File: src/rtl/cfd_pkg.sv
// ----------------------------------------------------------------------------
// cfd_pkg
// Shared types and codes of the control frame decoder: configuration bundle,
// result bundle, byte roles, error codes, register indexes and body phases.
// ----------------------------------------------------------------------------
package cfd_pkg;

	localparam int unsigned HDR_BYTES    = 8;
	localparam int unsigned PREFIX_BYTES = 16;
	localparam logic [7:0]  MAX_EVENT    = 8'd9;

	localparam logic [1:0] MODE_HEADER   = 2'd0;
	localparam logic [1:0] MODE_META     = 2'd1;
	localparam logic [1:0] MODE_FALLBACK = 2'd2;
	localparam logic [1:0] MODE_SPARE    = 2'd3;

	localparam int unsigned CFG_ADDR_W = 5;

	typedef enum logic [2:0] {
		REG_DECODE_MODE   = 3'd0,
		REG_MAX_LENGTH    = 3'd1,
		REG_MAGIC_VALUE   = 3'd2,
		REG_CODE_PATH     = 3'd3,
		REG_CODE_MEMFD    = 3'd4,
		REG_CODE_FALLBACK = 3'd5
	} reg_idx_t;

	typedef enum logic [3:0] {
		ROLE_HEADER = 4'd0,
		ROLE_QLEN   = 4'd1,
		ROLE_QPATH  = 4'd2,
		ROLE_BLEN   = 4'd3,
		ROLE_BPATH  = 4'd4,
		ROLE_STREAM = 4'd5,
		ROLE_STATUS = 4'd6,
		ROLE_DATA   = 4'd7,
		ROLE_EXCESS = 4'd8
	} role_t;

	typedef enum logic [3:0] {
		ERR_NONE        = 4'd0,
		ERR_TRUNC_HDR   = 4'd1,
		ERR_TRUNC_BODY  = 4'd2,
		ERR_LENGTH      = 4'd3,
		ERR_MAGIC       = 4'd4,
		ERR_VERSION     = 4'd5,
		ERR_TYPE        = 4'd6,
		ERR_WRONG_EVENT = 4'd7,
		ERR_TRAILING    = 4'd8
	} err_t;

	typedef enum logic [7:0] {
		PH_QLEN_HI  = 8'b0000_0001,
		PH_QLEN_LO  = 8'b0000_0010,
		PH_QPATH    = 8'b0000_0100,
		PH_BLEN_HI  = 8'b0000_1000,
		PH_BLEN_LO  = 8'b0001_0000,
		PH_BPATH    = 8'b0010_0000,
		PH_COMPLETE = 8'b0100_0000,
		PH_EXCESS   = 8'b1000_0000
	} phase_t;

	typedef struct packed {
		logic [1:0]  decode_mode;
		logic [31:0] max_length;
		logic [15:0] magic_value;
		logic [3:0]  code_path;
		logic [3:0]  code_memfd;
		logic [3:0]  code_fallback;
	} cfg_t;

	typedef struct packed {
		role_t       role;
		logic [7:0]  byte_val;
		logic        done;
		err_t        err;
		logic [31:0] frame_length;
		logic [7:0]  version;
		logic [7:0]  event_type;
		logic [31:0] stream_ident;
		logic [31:0] status_word;
		logic [7:0]  status_low;
		logic [15:0] qlen;
		logic [15:0] blen;
	} res_t;

endpackage

File: src/rtl/cfd_regs.sv
// ----------------------------------------------------------------------------
// cfd_regs
// Configuration register file behind the APB-style port.
// ----------------------------------------------------------------------------
module cfd_regs (
	input  logic                            clk,
	input  logic                            arst_n,
	input  logic                            psel,
	input  logic                            penable,
	input  logic                            pwrite,
	input  logic [cfd_pkg::CFG_ADDR_W-1:0]  paddr,
	input  logic [31:0]                     pwdata,
	output logic [31:0]                     prdata,
	output logic                            pready,
	output cfd_pkg::cfg_t                   cfg
);
	import cfd_pkg::*;

	cfg_t       cfg_q;
	logic [2:0] idx;
	logic       wr_en;

	assign idx    = paddr[CFG_ADDR_W-1:2];
	assign wr_en  = psel & penable & pwrite;
	assign pready = 1'b1;
	assign cfg    = cfg_q;

	always_ff @(posedge clk or negedge arst_n) begin
		if (!arst_n) begin
			cfg_q.decode_mode   <= MODE_HEADER;
			cfg_q.max_length    <= 32'd1048576;
			cfg_q.magic_value   <= 16'd0;
			cfg_q.code_path     <= 4'd0;
			cfg_q.code_memfd    <= 4'd5;
			cfg_q.code_fallback <= 4'd3;
		end else if (wr_en) begin
			unique case (idx)
				REG_DECODE_MODE:   cfg_q.decode_mode   <= pwdata[1:0];
				REG_MAX_LENGTH:    cfg_q.max_length    <= pwdata;
				REG_MAGIC_VALUE:   cfg_q.magic_value   <= pwdata[15:0];
				REG_CODE_PATH:     cfg_q.code_path     <= pwdata[3:0];
				REG_CODE_MEMFD:    cfg_q.code_memfd    <= pwdata[3:0];
				REG_CODE_FALLBACK: cfg_q.code_fallback <= pwdata[3:0];
				default: ;
			endcase
		end
	end

	always_comb begin
		unique case (idx)
			REG_DECODE_MODE:   prdata = {30'd0, cfg_q.decode_mode};
			REG_MAX_LENGTH:    prdata = cfg_q.max_length;
			REG_MAGIC_VALUE:   prdata = {16'd0, cfg_q.magic_value};
			REG_CODE_PATH:     prdata = {28'd0, cfg_q.code_path};
			REG_CODE_MEMFD:    prdata = {28'd0, cfg_q.code_memfd};
			REG_CODE_FALLBACK: prdata = {28'd0, cfg_q.code_fallback};
			default:           prdata = 32'd0;
		endcase
	end

endmodule

File: src/rtl/cfd_decode.sv
// ----------------------------------------------------------------------------
// cfd_decode
// Frame state and single-pass decode of one byte: field role, header and body
// capture, and the end-of-buffer error check.
// ----------------------------------------------------------------------------
module cfd_decode (
	input  logic          clk,
	input  logic          arst_n,
	input  logic          step,
	input  logic [7:0]    byte_in,
	input  logic          last_in,
	input  cfd_pkg::cfg_t cfg,
	output cfd_pkg::res_t res
);
	import cfd_pkg::*;

	logic [31:0] seen_q, len_q, ident_q, status_q;
	logic [15:0] magic_q, left_q, qlen_q, blen_q;
	logic [7:0]  ver_q, type_q;
	phase_t      phase_q;

	logic [31:0] seen_nx, len_nx, ident_nx, status_nx;
	logic [15:0] magic_nx, left_nx, qlen_nx, blen_nx, left_dec;
	logic [7:0]  ver_nx, type_nx;
	phase_t      phase_nx;
	role_t       role;
	err_t        err;
	logic        is_meta, is_fb;

	assign is_meta  = cfg.decode_mode == MODE_META;
	assign is_fb    = cfg.decode_mode == MODE_FALLBACK;
	assign left_dec = left_q - 16'd1;
	assign seen_nx  = (seen_q == '1) ? seen_q : seen_q + 32'd1;

	always_comb begin
		len_nx    = len_q;
		magic_nx  = magic_q;
		ver_nx    = ver_q;
		type_nx   = type_q;
		phase_nx  = phase_q;
		left_nx   = left_q;
		qlen_nx   = qlen_q;
		blen_nx   = blen_q;
		ident_nx  = ident_q;
		status_nx = status_q;
		role      = ROLE_HEADER;
		priority if (seen_q < 32'd4) begin
			len_nx = {len_q[23:0], byte_in};
		end else if (seen_q < 32'd6) begin
			magic_nx = {magic_q[7:0], byte_in};
		end else if (seen_q == 32'd6) begin
			ver_nx = byte_in;
		end else if (seen_q == 32'd7) begin
			type_nx = byte_in;
		end else if (is_meta) begin
			unique case (phase_q)
				PH_QLEN_HI: begin
					qlen_nx  = {byte_in, 8'd0};
					phase_nx = PH_QLEN_LO;
					role     = ROLE_QLEN;
				end
				PH_QLEN_LO: begin
					qlen_nx  = {qlen_q[15:8], byte_in};
					left_nx  = {qlen_q[15:8], byte_in};
					phase_nx = (qlen_nx != 16'd0) ? PH_QPATH : PH_BLEN_HI;
					role     = ROLE_QLEN;
				end
				PH_QPATH: begin
					left_nx  = left_dec;
					phase_nx = (left_dec == 16'd0) ? PH_BLEN_HI : PH_QPATH;
					role     = ROLE_QPATH;
				end
				PH_BLEN_HI: begin
					blen_nx  = {byte_in, 8'd0};
					phase_nx = PH_BLEN_LO;
					role     = ROLE_BLEN;
				end
				PH_BLEN_LO: begin
					blen_nx  = {blen_q[15:8], byte_in};
					left_nx  = {blen_q[15:8], byte_in};
					phase_nx = (blen_nx != 16'd0) ? PH_BPATH : PH_COMPLETE;
					role     = ROLE_BLEN;
				end
				PH_BPATH: begin
					left_nx  = left_dec;
					phase_nx = (left_dec == 16'd0) ? PH_COMPLETE : PH_BPATH;
					role     = ROLE_BPATH;
				end
				default: begin
					phase_nx = PH_EXCESS;
					role     = ROLE_EXCESS;
				end
			endcase
		end else if (is_fb) begin
			priority if (seen_q < 32'd12) begin
				ident_nx = {ident_q[23:0], byte_in};
				role     = ROLE_STREAM;
			end else if (seen_q < 32'(PREFIX_BYTES)) begin
				status_nx = {status_q[23:0], byte_in};
				role      = ROLE_STATUS;
			end else begin
				role = ROLE_DATA;
			end
		end else begin
			role = ROLE_EXCESS;
		end
	end

	// first failing check wins
	always_comb begin
		priority if (seen_nx < 32'(HDR_BYTES))
			err = ERR_TRUNC_HDR;
		else if (len_nx < 32'(HDR_BYTES) || len_nx > cfg.max_length)
			err = ERR_LENGTH;
		else if (magic_nx != cfg.magic_value)
			err = ERR_MAGIC;
		else if (ver_nx == 8'd0)
			err = ERR_VERSION;
		else if (type_nx > MAX_EVENT)
			err = ERR_TYPE;
		else if (!is_meta && !is_fb)
			err = ERR_NONE;
		else if (len_nx > seen_nx)
			err = ERR_TRUNC_BODY;
		else if (len_nx < seen_nx)
			err = ERR_TRAILING;
		else if (is_meta) begin
			priority if (type_nx != {4'd0, cfg.code_path} &&
			             type_nx != {4'd0, cfg.code_memfd})
				err = ERR_WRONG_EVENT;
			else if (phase_nx == PH_EXCESS)
				err = ERR_TRAILING;
			else if (phase_nx != PH_COMPLETE)
				err = ERR_TRUNC_BODY;
			else
				err = ERR_NONE;
		end else begin
			priority if (type_nx != {4'd0, cfg.code_fallback})
				err = ERR_WRONG_EVENT;
			else if (seen_nx < 32'(PREFIX_BYTES))
				err = ERR_TRUNC_BODY;
			else
				err = ERR_NONE;
		end
	end

	always_comb begin
		res          = '0;
		res.role     = role;
		res.byte_val = byte_in;
		res.done     = last_in;
		res.err      = last_in ? err : ERR_NONE;
		if (last_in && err == ERR_NONE) begin
			res.frame_length = len_nx;
			res.version      = ver_nx;
			res.event_type   = type_nx;
			if (is_fb) begin
				res.stream_ident = ident_nx;
				res.status_word  = status_nx;
				res.status_low   = status_nx[7:0];
			end else if (is_meta) begin
				res.qlen = qlen_nx;
				res.blen = blen_nx;
			end
		end
	end

	always_ff @(posedge clk or negedge arst_n) begin
		if (!arst_n) begin
			seen_q   <= '0;
			len_q    <= '0;
			magic_q  <= '0;
			ver_q    <= '0;
			type_q   <= '0;
			phase_q  <= PH_QLEN_HI;
			left_q   <= '0;
			qlen_q   <= '0;
			blen_q   <= '0;
			ident_q  <= '0;
			status_q <= '0;
		end else if (step) begin
			if (last_in) begin
				seen_q   <= '0;
				len_q    <= '0;
				magic_q  <= '0;
				ver_q    <= '0;
				type_q   <= '0;
				phase_q  <= PH_QLEN_HI;
				left_q   <= '0;
				qlen_q   <= '0;
				blen_q   <= '0;
				ident_q  <= '0;
				status_q <= '0;
			end else begin
				seen_q   <= seen_nx;
				len_q    <= len_nx;
				magic_q  <= magic_nx;
				ver_q    <= ver_nx;
				type_q   <= type_nx;
				phase_q  <= phase_nx;
				left_q   <= left_nx;
				qlen_q   <= qlen_nx;
				blen_q   <= blen_nx;
				ident_q  <= ident_nx;
				status_q <= status_nx;
			end
		end
	end

	a_frame_clear: assert property (@(posedge clk) disable iff (!arst_n)
		step && last_in |=> seen_q == '0 && phase_q == PH_QLEN_HI)
		else $error("frame state not cleared after final byte");

	a_count_step: assert property (@(posedge clk) disable iff (!arst_n)
		step && !last_in && seen_q != '1 |=> seen_q == $past(seen_q) + 32'd1)
		else $error("byte count did not advance");

	a_count_hold: assert property (@(posedge clk) disable iff (!arst_n)
		!step |=> $stable(seen_q) && $stable(phase_q))
		else $error("frame state moved without a request");

endmodule

File: src/rtl/control_frame_decoder.sv
// ----------------------------------------------------------------------------
// control_frame_decoder
// Byte-serial control frame decoder with header and body checks.
// ----------------------------------------------------------------------------
// One request is one frame byte and produces one result, moved from the input
// register into the result register when the output is not stalled. A new
// byte can be taken on every clock while out_stall is low, so throughput is
// one byte per cycle unless the output stalls. The frame state (byte count,
// header fields, body phase) updates in a single pass between the input
// register and the result register. Mark the last byte of each buffer with
// end_of_buffer; that result carries frame_done, the error code and, with no
// error, the decoded fields; the decoder is then ready for the next buffer.
// Write the configuration registers only while no frame is in flight.
module control_frame_decoder (
	input  logic                           clk,
	input  logic                           arst_n,
	input  logic                           in_valid,
	output logic                           in_stall,
	input  logic [7:0]                     data_byte,
	input  logic                           end_of_buffer,
	output logic                           out_valid,
	input  logic                           out_stall,
	output logic [3:0]                     byte_role,
	output logic [7:0]                     byte_out,
	output logic                           frame_done,
	output logic [3:0]                     error_code,
	output logic [31:0]                    frame_length,
	output logic [7:0]                     proto_version,
	output logic [7:0]                     event_type,
	output logic [31:0]                    stream_ident,
	output logic [31:0]                    status_word,
	output logic [7:0]                     status_low,
	output logic [15:0]                    queue_path_length,
	output logic [15:0]                    buffer_path_length,
	input  logic                           psel,
	input  logic                           penable,
	input  logic                           pwrite,
	input  logic [cfd_pkg::CFG_ADDR_W-1:0] paddr,
	input  logic [31:0]                    pwdata,
	output logic [31:0]                    prdata,
	output logic                           pready
);
	import cfd_pkg::*;

	cfg_t       cfg;
	res_t       res;
	res_t       res_s2;
	logic       valid_s1, valid_s2;
	logic [7:0] byte_s1;
	logic       last_s1;
	logic       load_s1, load_s2, step;

	assign load_s2  = !valid_s2 || !out_stall;
	assign step     = valid_s1 && load_s2;
	assign load_s1  = !valid_s1 || load_s2;
	assign in_stall = valid_s1 && !load_s2;

	cfd_regs u_regs (
		.clk     (clk),
		.arst_n  (arst_n),
		.psel    (psel),
		.penable (penable),
		.pwrite  (pwrite),
		.paddr   (paddr),
		.pwdata  (pwdata),
		.prdata  (prdata),
		.pready  (pready),
		.cfg     (cfg)
	);

	cfd_decode u_decode (
		.clk     (clk),
		.arst_n  (arst_n),
		.step    (step),
		.byte_in (byte_s1),
		.last_in (last_s1),
		.cfg     (cfg),
		.res     (res)
	);

	always_ff @(posedge clk or negedge arst_n) begin
		if (!arst_n) begin
			valid_s1 <= 1'b0;
			valid_s2 <= 1'b0;
		end else begin
			if (load_s1)
				valid_s1 <= in_valid;
			if (load_s2)
				valid_s2 <= valid_s1;
		end
	end

	always_ff @(posedge clk) begin
		if (load_s1 && in_valid) begin
			byte_s1 <= data_byte;
			last_s1 <= end_of_buffer;
		end
		if (step)
			res_s2 <= res;
	end

	assign out_valid          = valid_s2;
	assign byte_role          = res_s2.role;
	assign byte_out           = res_s2.byte_val;
	assign frame_done         = res_s2.done;
	assign error_code         = res_s2.err;
	assign frame_length       = res_s2.frame_length;
	assign proto_version      = res_s2.version;
	assign event_type         = res_s2.event_type;
	assign stream_ident       = res_s2.stream_ident;
	assign status_word        = res_s2.status_word;
	assign status_low         = res_s2.status_low;
	assign queue_path_length  = res_s2.qlen;
	assign buffer_path_length = res_s2.blen;

endmodule
File: config.mk
export PLATFORM = sky130hd
export DESIGN_NAME = control_frame_decoder
export DESIGN_NICKNAME = d
export VERILOG_FILES = /design/src/rtl/cfd_pkg.sv /design/src/rtl/cfd_regs.sv /design/src/rtl/cfd_decode.sv /design/src/rtl/control_frame_decoder.sv
export SDC_FILE = /design/constraint.sdc
export NUM_CORES = 1
export LEC_CHECK = 0
export BUFFER_PORTS_ARGS = -buffer_cell sky130_fd_sc_hd__clkbuf_2
export CAP_MARGIN = 20
export CORE_MARGIN = 2
export CORE_UTILIZATION = 25
export DETAILED_ROUTE_END_ITERATION = 10
export PLACE_DENSITY_LB_ADDON = 0.3
export SKIP_CTS_REPAIR_TIMING = 1
export SLEW_MARGIN = 10
export SYNTH_ARGS = -nofsm -noshare
export SYNTH_HDL_FRONTEND = slang
export SYNTH_HIERARCHICAL = 1
export SYNTH_SLANG_ARGS = --single-unit
File: constraint.sdc
create_clock -name clk -period 24.3 [get_ports clk]
set_clock_uncertainty 0.2 [all_clocks]
set_input_delay 1.215 -clock clk [delete_from_list [all_inputs] [get_ports clk]]
set_output_delay 1.215 -clock clk [all_outputs]
set_load 0.1 [all_outputs]
Word-level counts from Yosys, hierarchy flattened:

Cells that the tools add are included.

* bits in registers: 458
* bits of input ports: 53
* output and inout port bits: 204
* logic and storage cells: 197

* add/sub/neg operators: 2
* order comparisons: 11
* equality and inequality tests: 26
* mux-type cells: 85
* bitwise operators: 4
* reductions and logical operators: 36

Operators with widths (count)
* 32-bit two-way mux: 21
* 16-bit two-way mux: 21
* 32-bit case mux with 6 select lines: 1
* 8-bit two-way mux: 15
* 32-bit by 4-bit less-than comparator with 1-bit output, second input constant: 3
* 4-bit two-way mux: 17
* 32-bit by 3-bit equality test with 1-bit output, second input constant: 2
* 32-bit greater-than comparator: 2
* 32-bit by 3-bit less-than comparator with 1-bit output, second input constant: 2
* 32-bit by 5-bit less-than comparator with 1-bit output, second input constant: 2
* 16-bit case mux with 2 select lines: 2
* 16-bit case mux with 3 select lines: 1
* 8-bit case mux with 6 select lines: 1
* 32-bit by 1-bit adder with 32-bit output, second input constant: 1
* 32-bit equality test, second input constant: 1
* 32-bit less-than comparator: 1
* 16-bit nonzero test: 2
* 8-bit by 4-bit != test with 1-bit output: 3
* 16-bit zero test: 1
* 16-bit != test: 1
* 4-bit case mux with 4 select lines: 1
* 16-bit by 1-bit subtractor with 16-bit output, second input constant: 1
* 7-bit two-way mux: 2
* 2-bit AND reduction: 7
* 31 further kinds: 53

Depth between registers and ports, before layout:

Gate-level depths: netlist (run 1).

* depth in word-level cells: 26
* gate-level depth with buffers: 20
* gate-level depth less buffers: 17

By module:

Netlist (run 1), hierarchy kept.

Modules (own cells, without submodules)
* cfd_decode: times used 1, cells an instance 1925, area each 16671.0 sq um, sequential area each 5406.4 sq um
* control_frame_decoder: times used 1, cells an instance 186, area each 5437.7 sq um, sequential area each 5395.2 sq um
* cfd_regs: times used 1, cells an instance 199, area each 2844.0 sq um, sequential area each 1557.7 sq um

Least setup slack after synthesis (run 1):

Ideal clock, no wire load.

* path kind: input to register
* from: input port out_stall
* to: register u_decode.blen_q[0]
* library setup time: 0.078 ns
* arrival: 15.071 ns
* data required time: 24.022 ns
* path slack: 8.950 ns
* stages on the path: 7
* path buffers: 2
* path through: a21boi_0 > clkbuf_1 > inv_1 > clkbuf_1 > nor3_1 > a22oi_1 > o2bb2ai_1

* word-level cells in the longest chain between the ends: 3

RTL lines
* start, declared: line control_frame_decoder.sv:22 `input logic out_stall,`
* 1-bit zero test: line control_frame_decoder.sv:53 `assign load_s2 = !valid_s2 || !out_stall;`
* 1-bit logical OR: line control_frame_decoder.sv:53
* 1-bit logical AND: line control_frame_decoder.sv:54 `assign step = valid_s1 && load_s2;`
* end signal, assigned: line cfd_decode.sv:203 `blen_q <= blen_nx;`
* end, declared: line cfd_decode.sv:18 `logic [15:0] magic_q, left_q, qlen_q, blen_q;`

Every way passes these cells.
A chain may end at the register's enable or synchronous reset.

Worst setup path in the final report (run 1):

* from: register u_decode.seen_q[26]
* to: register res_s2 (netlist bit status_word[0]), data pin

* word-level cells in the longest chain between the ends: 21
* elaborated cells on any way between the ends: 64
* those cells by class: 1 x add/sub; 11 x order compare; 9 x eq/ne; 37 x mux; 6 x reduce/logical

RTL lines
* start, declared: line cfd_decode.sv:17 `logic [31:0] seen_q, len_q, ident_q, status_q;`
* start signal, assigned: line cfd_decode.sv:195 `seen_q <= seen_nx;`
* parallel branches: the longest is 21 deep, another holds 32-bit by 1-bit adder with 32-bit output
* end signal, assigned: line control_frame_decoder.sv:99 `res_s2 <= res;`
* end, declared: line control_frame_decoder.sv:47 `res_t res_s2;`

Parallel ways; which one is timed is not known.

==> results of run 1 <==
==> cell families (layout without fill, tap and decap cells) <==
group	count (synthesis)	in the layout
DFF	458	458
xor gates and xnor gates	79	79
other	2	5
and+or+nand+nor	656	656
muxes	160	160
AOI/OAI and AO/OA	565	565
adders and majority gates	69	69
buffers and inverters	321	513
==> worst max-delay path: stages (launching register included) <==
cell     delay (ps)
dfrtp_1         460
nor4_1          410
nand4_1         640
nor4_4          400
buf_4           530
mux2i_1         300
inv_1           180
ha_1            360
nand4_1         160
nor4_1          860
nor3b_1         360
nor3_1          150
o41ai_4         850
buf_4           870
buf_4           910
nor4_1          200
==> flip-flops by register name, indices dropped and copies added, names as in the netlist, 16 cells and up <==
register and cells:
stream_ident 32, u_decode/left_q 16, u_decode/blen_q 16, u_regs/cfg 62, frame_length 32, u_decode/ident_q 32
u_decode/magic_q 16, queue_path_length 16, u_decode/status_q 32, buffer_path_length 16, status_word 32, u_decode/len_q 32
u_decode/seen_q 32, u_decode/qlen_q 16
==> per-layer routing <==
layer	part of all wire	wire, µm	global-route usage	vias to the layer above
met4	0.019	1560	0.0390	0
met5	0	0	0	-
met2	0.47	37700	0.249	527
met1	0.46	37300	0.215	9535
met3	0.048	3900	0.0217	93
li1	-	-	-	8986
==> through the flow <==
stage | util | cells
global placement | 0.276 | 3686
CTS | 0.294 | 3791
detailed placement | 0.276 | 3687
global route | 0.295 | 3792
finish | 0.295 | 3792
floorplan | - | 2313
==> how the worst max path moves through the flow <==
| stage | depth (start not counted) | startpoint | slack [ps] | to |
|---|---|---|---|---|
| finish | 15 | u_decode/seen_q[26]$_DFFE_PN0P_ | 15990 | status_word[0]$_DFFE_PP_ |
| global route | 15 | u_decode/seen_q[26]$_DFFE_PN0P_ | 15540 | status_word[0]$_DFFE_PP_ |
| CTS | 15 | u_decode/seen_q[26]$_DFFE_PN0P_ | 16010 | status_low[0]$_DFFE_PP_ |
| detailed placement | 17 | u_decode/seen_q[26]$_DFFE_PN0P_ | 16050 | status_low[0]$_DFFE_PP_ |
| global placement | 15 | u_decode/seen_q[26]$_DFFE_PN0P_ | 16050 | status_low[0]$_DFFE_PP_ |
| floorplan | 7 | out_stall | 8950 | u_decode/blen_q[0]$_DFFE_PN0P_ |
==> synth_stat cells, types with 64 or more instances <==
master / number / area share
nor2_1: 96 / 0.014
o21ai_0: 104 / 0.021
inv_1: 120 / 0.018
edfxtp_1: 178 / 0.21
clkbuf_1: 138 / 0.021
nand2_1: 152 / 0.023
dfrtp_1: 274 / 0.27
ha_1: 69 / 0.035
mux2_2: 67 / 0.030
o2bb2ai_1: 96 / 0.034
nor4_1: 66 / 0.017
nor4_2: 64 / 0.032
mux2i_1: 87 / 0.035
a21oi_1: 120 / 0.024
==> cell type report <==
class	instances	area (µm²)	share of cell area
flip-flops and latches	458	12400	0.425
clock buffers	79	1610	0.0554
clock inverters	25	223	0.00766
well taps	1287	1610	0.0554
repair buffers	288	1550	0.0533
inverters	121	455	0.0157
multi-input cells	1534	11300	0.388
==> report_power, final <==
group	leakage (nW)	switching, mW	internal [mW]
Clock	0.908	0.350	0.493
Sequential	5.50	0.0742	0.885
Combinational	5.41	0.494	0.180
==> flow_summary_export.csv, run 1 <==
group,metric,value,unit
outcome,status,"completed",
sta,slew_viol_final,0,
cells_and_area,final_cell_mix,"dfrtp_1, clkbuf_2, edfxtp_1",
floorplanning,io_pins,257,
sta,min_period_over_period,0.342,
global_route,grt_overflow_total,0,
global_route,track_usage,0.154,
floorplanning,dieArea,0.102,mm²
worst_hold_path,hp-start,"u_decode/type_q[5]$_DFFE_PN0P_",
yosys,syn-cell-area,0.0250,mm²
placement,hpwl,53600,µm
yosys,synth_ff_type,"dfrtp_1",
floorplanning,die-height,320,µm
yosys,ys_types,90,
yosys,synthAdderAreaFrac,0.0346,
worst_hold_path,min_to,"u_decode/type_q[5]$_DFFE_PN0P_",
placement,placed_area,0.0272,mm²
sta,finalSetupTns,0,ps
drt,avgViaCountPerCell,5.05,
yosys,seq_area_frac_synth,0.495,
yosys,ys_seq_elements,458,
worst_setup_path,path_class,"reg2reg",
power,power,2.48,mW
yosys,synth-simple-area-share,0.160,
worst_hold_path,min_path_cells,2,
worst_setup_path,end_kind,"flop",
clock_tree,cts_root_buf,"clkbuf_16",
clock_tree,cts_tree,"built",
flow_run,cap_violations,0,
placement,dp_slack,16050,ps
sta,holdWs,283,ps
worst_setup_path,arrival,8420,ps
cells_and_area,layout_commonest_cell,"dfrtp_1",
worst_setup_path,r2r-end,"status_word[0]$_DFFE_PP_",
sta,setup_violations,0,
sta,finalHoldViolations,0,
placement,portBuffers,253,
clock_tree,path_clk_slew,60,ps
global_route,grt_max_degree,113,
worst_setup_path,start_kind,"flop",
power,p_leak,11.8,nW
power,ir_drop,0.0000576,V
yosys,ys_warn_count,6,
clock_tree,htreeDepth,2,
global_route,grt_pass1_vias,18600,
sta,layout_setup_ws,15990,ps
yosys,synthMuxAreaShare,0.0684,
worst_setup_path,cp_max_fo,67,
sta,tightest_slew,1030,ps
power,powerDensity,85.2,mW/mm²
sta,slew_headroom,0.313,
worst_hold_path,hp-class,"reg2reg",
drt,wl_per_cell,21.2,µm
sta,rsz0062_at_grt,"false",
floorplanning,die_x,320,µm
cells_and_area,fin_nets,2580,
placement,place.gp.congestion,0.845,
clock_tree,clkLatencyLatePin,640,ps
sta,fmax,0.120,GHz
yosys,synth-edff-count,178,
yosys,async_flop_share,0.611,
yosys,synth_top_family_by_area,"simple AND/OR/NAND/NOR gates",
cells_and_area,finalInstanceArea,0.0291,mm²
yosys,synthCells,2310,
worst_setup_path,r2r_slack,15990,ps
drt,drt_iter0_markers,1451,
drt,ant_nets,0,
yosys,synth_compound_gate_area_share,0.157,
drt,dr.pass1.iters,7,
clock_tree,clkSinkCount,458,
sta,fin_crit,8310,ps
yosys,synth.avg_cell_area,10.8,µm²
drt,vias,19100,
clock_tree,cts_buffers,55,
worst_setup_path,r2r_start,"u_decode/seen_q[26]$_DFFE_PN0P_",
global_route,grt_antenna_before_repair,0,
floorplanning,start_util,0.253,
cells_and_area,filler_cell_count,10300,
worst_setup_path,rr_worst_depth,15,
drt,routed_wl,80500,µm
global_route,grt_first_pass_wirelength,121000,µm
yosys,synth_xor_area_frac,0.0280,
cells_and_area,n_antenna_cell,0,
cells_and_area,syn_to_final_growth,16.5,%
clock_tree,cts.path.max_buffers,3,
worst_setup_path,required,24410,ps
floorplanning,fp-row-count,115,
floorplanning,core_area,0.0987,mm²
drt,drc,0,
cells_and_area,drive_gt1_frac,0.226,
(Power assumes the default switching activity.)
==> inputs of run 2 (changes only) <==
Clock period 24.3 ns to 7.4 ns, I/O delays scaled along.
==> flow_summary_export.csv, run 2 (synthesis gave the netlist of run 1 again) <==
group,metric,value,unit
placement,hpwl,54100,µm
power,p_switching,3.06,mW
clock_tree,path_clk_slew,60,ps
sta,setup_violations,0,
worst_setup_path,cpPeakStageDelay,870,ps
drt,dr.pass1.iters,6,
floorplanning,die-height,320,µm
worst_setup_path,path_class,"reg2reg",
drt,vias,19400,
global_route,grt_max_degree,161,
worst_setup_path,crit_chain,"ha_1, and4_1, nand2_1, or4b_1, nand2_1, xnor2_1, inv_1, ha_1, a21oi_1, a21oi_1, o311a_1, nor3_1, nor3_1, nand2_1, o2111ai_4, buf_12, buf_12, nor4_2",
clock_tree,cts.path.max_buffers,3,
sta,holdWs,78.2,ps
power,internal_power,5.35,mW
placement,portBuffers,253,
clock_tree,cts_buffers,58,
cells_and_area,filler_cell_count,10300,
floorplanning,start_util,0.253,
outcome,status,"completed",
global_route,grt_first_pass_wirelength,121000,µm
drt,drt_iter0_markers,1588,
clock_tree,clkLatencyLatePin,660,ps
floorplanning,core_area,0.0987,mm²
cells_and_area,syn_to_final_growth,20.0,%
clock_tree,cts_root_buf,"clkbuf_16",
worst_setup_path,arrival,6470,ps
clock_tree,htreeDepth,2,
floorplanning,io_pins,257,
drt,avgViaCountPerCell,5.02,
clock_tree,cts_tree,"built",
sta,finalHoldViolations,0,
cells_and_area,drive_gt1_frac,0.229,
cells_and_area,largest_register_ffs,62,
floorplanning,fp-row-count,115,
floorplanning,dieArea,0.102,mm²
placement,place.gp.congestion,0.843,
global_route,grt_overflow_total,0,
drt,routed_wl,81100,µm
worst_hold_path,hp-class,"in2async",
cells_and_area,n_antenna_cell,0,
power,power_frac_clock,0.353,
worst_setup_path,start_kind,"flop",
power,p_leak,12.2,nW
worst_setup_path,end_kind,"flop",
sta,finalSetupTns,0,ps
drt,drc,0,
power,ir_drop,0.000173,V
sta,slew_headroom,0.249,
power,powerDensity,281,mW/mm²
worst_setup_path,worst_path_max_delay_cell,"or4b_1",
power,p_comb_frac,0.272,
power,p_sw_frac,0.364,
global_route,track_usage,0.154,
global_route,grt_antenna_before_repair,2,
sta,rsz0062_at_grt,"false",
sta,tightest_slew,1130,ps
cells_and_area,final_cell_mix,"dfrtp_1, clkbuf_2, edfxtp_1",
sta,min_period_over_period,0.843,
cells_and_area,seqCellArea,0.0124,mm²
flow_run,cap_violations,0,
cells_and_area,layout_commonest_cell,"dfrtp_1",
worst_setup_path,cp_max_fo,45,
worst_setup_path,required,7630,ps
worst_setup_path,cp_common_cell,"nand2_1",
sta,slew_viol_final,0,
sta,fmax,0.160,GHz
sta,fin_crit,6240,ps
cells_and_area,multi_input_area,0.0113,mm²
cells_and_area,fin_nets,2646,
clock_tree,clkSinkCount,458,
drt,ant_nets,0,
drt,wl_per_cell,21.0,µm
floorplanning,die_x,320,µm
global_route,grt_pass1_vias,18900,
power,p_seq_frac,0.375,
==> run 2: changes by cell type in the layout (fill, tap and decap cells not counted), sizes merged <==
cell         delta
clkinvlp        +3
inv             -1
buf            +19
clkbuf          +2
clkinv          -3
bufinv          +3
dlygate4sd3    +45
==> run 2: area by class of cell <==
class,count,area share
Tap cell,1287,0.0538
Clock buffer,82,0.0559
Clock inverter,27,0.0111
Inverter,121,0.0152
Multi-Input combinational cell,1534,0.376
Sequential cell,458,0.413
Timing Repair Buffer,351,0.0747
==> run 2: stage by stage <==
step                setup slack [ps]  total power, mW  area (µm²)  utilization  instances
global route                     800             8.84       29900        0.303       3860
CTS                             1230             8.52       29500        0.299       3815
finish                          1160             8.41       29900        0.303       3860
global placement                1300             5.46       27500        0.278       3705
detailed placement              1310             5.48       27500        0.278       3706
floorplan                       1870             4.87       25000            -       2313
==> run 2: path summary, 6_finish.rpt <==
| kind | startpoint | end | slack (ps) | cells after the start |
|---|---|---|---|---|
| min reg2reg | u_decode/type_q[5]$_DFFE_PN0P_ | u_decode/type_q[5]$_DFFE_PN0P_ | 290 | 2 |
| max reg2reg | u_decode/seen_q[0]$_DFFE_PN0P_ | status_word[30]$_DFFE_PP_ | 1160 | 18 |
| min | arst_n | valid_s1$_DFFE_PN0P_ | 80 | 2 |
| max | u_decode/seen_q[0]$_DFFE_PN0P_ | status_word[30]$_DFFE_PP_ | 1160 | 18 |
| max in group asynchronous | arst_n | u_decode/status_q[24]$_DFFE_PN0P_ | 5520 | 3 |
| min in group clk | penable | u_regs/cfg[6]$_DFFE_PN1P_ | 80 | 4 |
==> run 2: layer usage <==
layer,routed length [µm],track usage,part of all wire,vias to the layer above
met4,2100,0.0458,0.026,0
met1,37000,0.211,0.46,9603
met5,0,0,0,-
met2,37700,0.248,0.46,540
li1,-,-,-,9105
met3,4310,0.0260,0.053,115
==> run 2: power groups by stage <==
stage	combinational (mW)	sequential (mW)	clock, mW
2_1_floorplan	1.33	3.54	0
6_report	2.28	3.16	2.97
3_3_place_gp	2.26	3.21	0
4_1_cts	2.28	3.16	3.08
3_5_place_dp	2.27	3.21	0
5_1_grt	2.48	3.19	3.16
==> run 2: critical path: cells and delay by family, from the launching register on <==
kind | cells | cell delay, ps
adders and majority gates | 2 | 690
xor gates and xnor gates | 1 | 240
buffers and inverters | 3 | 710
and+or+nand+nor | 8 | 2680
AOI/OAI and AO/OA | 4 | 920
DFF | 1 | 470
==> inputs of run 3 (changes only) <==
Clock period 7.4 ns to 5.1 ns, I/O delays scaled along.
==> flow_summary_export.csv, run 3 (synthesis gave the netlist of run 1 again) <==
group,metric,value,unit
placement,hpwl,57800,µm
flow_run,cap_violations,0,
power,powerDensity,397,mW/mm²
worst_setup_path,r2r_slack,110,ps
clock_tree,htreeDepth,2,
global_route,track_usage,0.156,
cells_and_area,filler_cell_count,9980,
drt,wl_per_cell,21.0,µm
cells_and_area,largest_register_ffs,62,
drt,ant_nets,0,
placement,place_inst,3886,
worst_setup_path,crit_buf_inv,12,
worst_hold_path,hp-start,"penable",
floorplanning,core_area,0.0987,mm²
floorplanning,die-height,320,µm
worst_setup_path,path_class,"reg2reg",
sta,slew_viol_final,0,
sta,holdWs,0.444,ps
placement,dp_slack,-338,ps
worst_setup_path,worst_path_max_delay_cell,"or4_4",
worst_setup_path,cp.depth,23,
global_route,grt_pass1_vias,19200,
worst_setup_path,cpPeakStageDelay,560,ps
global_route,grt_antenna_before_repair,0,
worst_setup_path,endpoint,"frame_length[0]$_DFFE_PP_",
worst_setup_path,r2r-end,"frame_length[0]$_DFFE_PP_",
outcome,status,"completed",
global_route,grt_overflow_total,0,
sta,layout_setup_ws,112,ps
sta,finalHoldViolations,0,
clock_tree,cts.path.max_buffers,3,
clock_tree,clkSinkCount,458,
floorplanning,start_util,0.253,
sta,slew_headroom,0.307,
cells_and_area,layout_commonest_cell,"dfrtp_1",
sta,tightest_slew,1040,ps
clock_tree,cts_tree,"built",
floorplanning,fp-row-count,115,
clock_tree,clkLatencyLatePin,670,ps
clock_tree,cts_buffers,57,
floorplanning,io_pins,257,
worst_setup_path,crit_family,"buffers and inverters",
worst_setup_path,r2r_start,"u_decode/seen_q[25]$_DFFE_PN0P_",
worst_setup_path,required,5300,ps
cells_and_area,fin_nets,2875,
floorplanning,dieArea,0.102,mm²
cells_and_area,multi_input_area,0.0127,mm²
global_route,grt_max_degree,112,
sta,rsz0062_at_grt,"true",
worst_setup_path,end_kind,"flop",
global_route,grt_first_pass_wirelength,123000,µm
sta,fmax,0.200,GHz
cells_and_area,finalInstanceArea,0.0335,mm²
worst_setup_path,start_kind,"flop",
clock_tree,cts_root_buf,"clkbuf_16",
worst_setup_path,crit_chain,"or4_4, nand4b_4, nor4_4, buf_6, clkbuf_16, buf_8, mux2i_4, inv_2, ha_4, nand4_1, nor4_2, buf_4, buf_6, nor3b_2, buf_4, nor3_4, buf_4, o41ai_4, buf_12, buf_12, clkbuf_16, nor4b_4, buf_4",
cells_and_area,drive_gt1_frac,0.347,
drt,drc,0,
sta,fin_crit,4990,ps
cells_and_area,final_cell_mix,"dfrtp_1, clkbuf_2, buf_4",
power,p_leak,13.5,nW
cells_and_area,seqCellArea,0.0124,mm²
drt,dr.pass1.iters,6,
sta,setup_violations,0,
worst_setup_path,crit_start,"u_decode/seen_q[25]$_DFFE_PN0P_",
placement,portBuffers,253,
power,ir_drop,0.000264,V
cells_and_area,syn_to_final_growth,34.2,%
worst_setup_path,cp_common_cell,"buf_4",
sta,min_period_over_period,0.978,
worst_setup_path,rr_worst_depth,23,
cells_and_area,finalNonFillerCells,4089,
drt,routed_wl,85700,µm
drt,vias,20500,
placement,placed_area,0.0289,mm²
worst_hold_path,hp-class,"in2reg",
placement,place.gp.congestion,0.870,
cells_and_area,n_antenna_cell,0,
floorplanning,die_x,320,µm
drt,drt_iter0_markers,1611,
drt,avgViaCountPerCell,5.02,
worst_setup_path,cp_max_fo,6,
cells_and_area,final_core_util,0.339,
clock_tree,path_clk_slew,60,ps
worst_setup_path,arrival,5190,ps
[run 3: changes by cell type in the layout (fill, tap and decap cells not counted), moves of 12 or more]
| cell | before | now |
|---|---|---|
| ha_1 | 69 | 42 |
| nor4_4 | 2 | 25 |
| nor4_1 | 65 | 42 |
| inv_1 | 119 | 95 |
| buf_6 | 0 | 21 |
| nor4b_1 | 21 | 7 |
| nor4b_2 | 0 | 12 |
| inv_2 | 1 | 23 |
| buf_4 | 43 | 223 |
| ha_4 | 0 | 26 |
| mux2i_4 | 0 | 22 |
| mux2i_1 | 87 | 60 |
| clkbuf_16 | 60 | 72 |
[run 3: report_power, final]
| part | total [mW] | internal (mW) | switching, mW |
|---|---|---|---|
| Combinational | 4.55 | 1.72 | 2.83 |
| Sequential | 4.62 | 4.22 | 0.397 |
| Clock | 4.12 | 2.38 | 1.74 |
| Total | 13.3 | 8.32 | 4.97 |
[run 3: per-stage QoR]
step / power, mW / setup TNS [ps]
after floorplan: 7.08 / 0
after global placement: 8.29 / -24490
after detailed placement: 8.30 / -26760
after CTS: 12.5 / -31490
after global routing: 13.9 / -6760
final: 13.3 / 0
[run 3: final cells by class]
cell class              count  share of cell area
clock buffers              78              0.0471
clock inverters            30             0.00941
inverters                 121              0.0137
multi-input cells        1534               0.378
flip-flops and latches    458               0.369
well taps                1287              0.0481
repair buffers            581               0.135
[run 3: how the worst min path moves through the flow]
stage                                   endpoint  slack, ps  cells after the start
2_1_floorplan              out_valid$_DFFE_PN0P_       -240                      0
5_1_grt                u_regs/cfg[5]$_DFFE_PN0P_         20                      3
3_5_place_dp    u_decode/status_q[3]$_DFFE_PN0P_        200                      1
6_report              u_regs/cfg[61]$_DFFE_PN0P_        0.4                      4
3_3_place_gp    u_decode/status_q[3]$_DFFE_PN0P_        190                      1
4_1_cts        u_decode/status_q[13]$_DFFE_PN0P_       -520                      1
[run 3: worst register-to-register path: stages, from the launching register on]
cell and delay (ps):
dfrtp_1 380, or4_4 560, nand4b_4 210, nor4_4 160, buf_6 190, clkbuf_16 200
buf_8 130, mux2i_4 220, inv_2 100, ha_4 280, nand4_1 120, nor4_2 270
buf_4 180, buf_6 110, nor3b_2 140, buf_4 160, nor3_4 50, buf_4 150
o41ai_4 260, buf_12 200, buf_12 130, clkbuf_16 150, nor4b_4 50, buf_4 140
[run 3: metal layers]
| layer | vias up | track usage | wire [µm] |
|---|---|---|---|
| met5 | - | 0 | 0 |
| met4 | 0 | 0.0433 | 1900 |
| met3 | 108 | 0.0268 | 5100 |
| met2 | 687 | 0.236 | 38300 |
| met1 | 10200 | 0.228 | 40400 |
| li1 | 9574 | - | - |
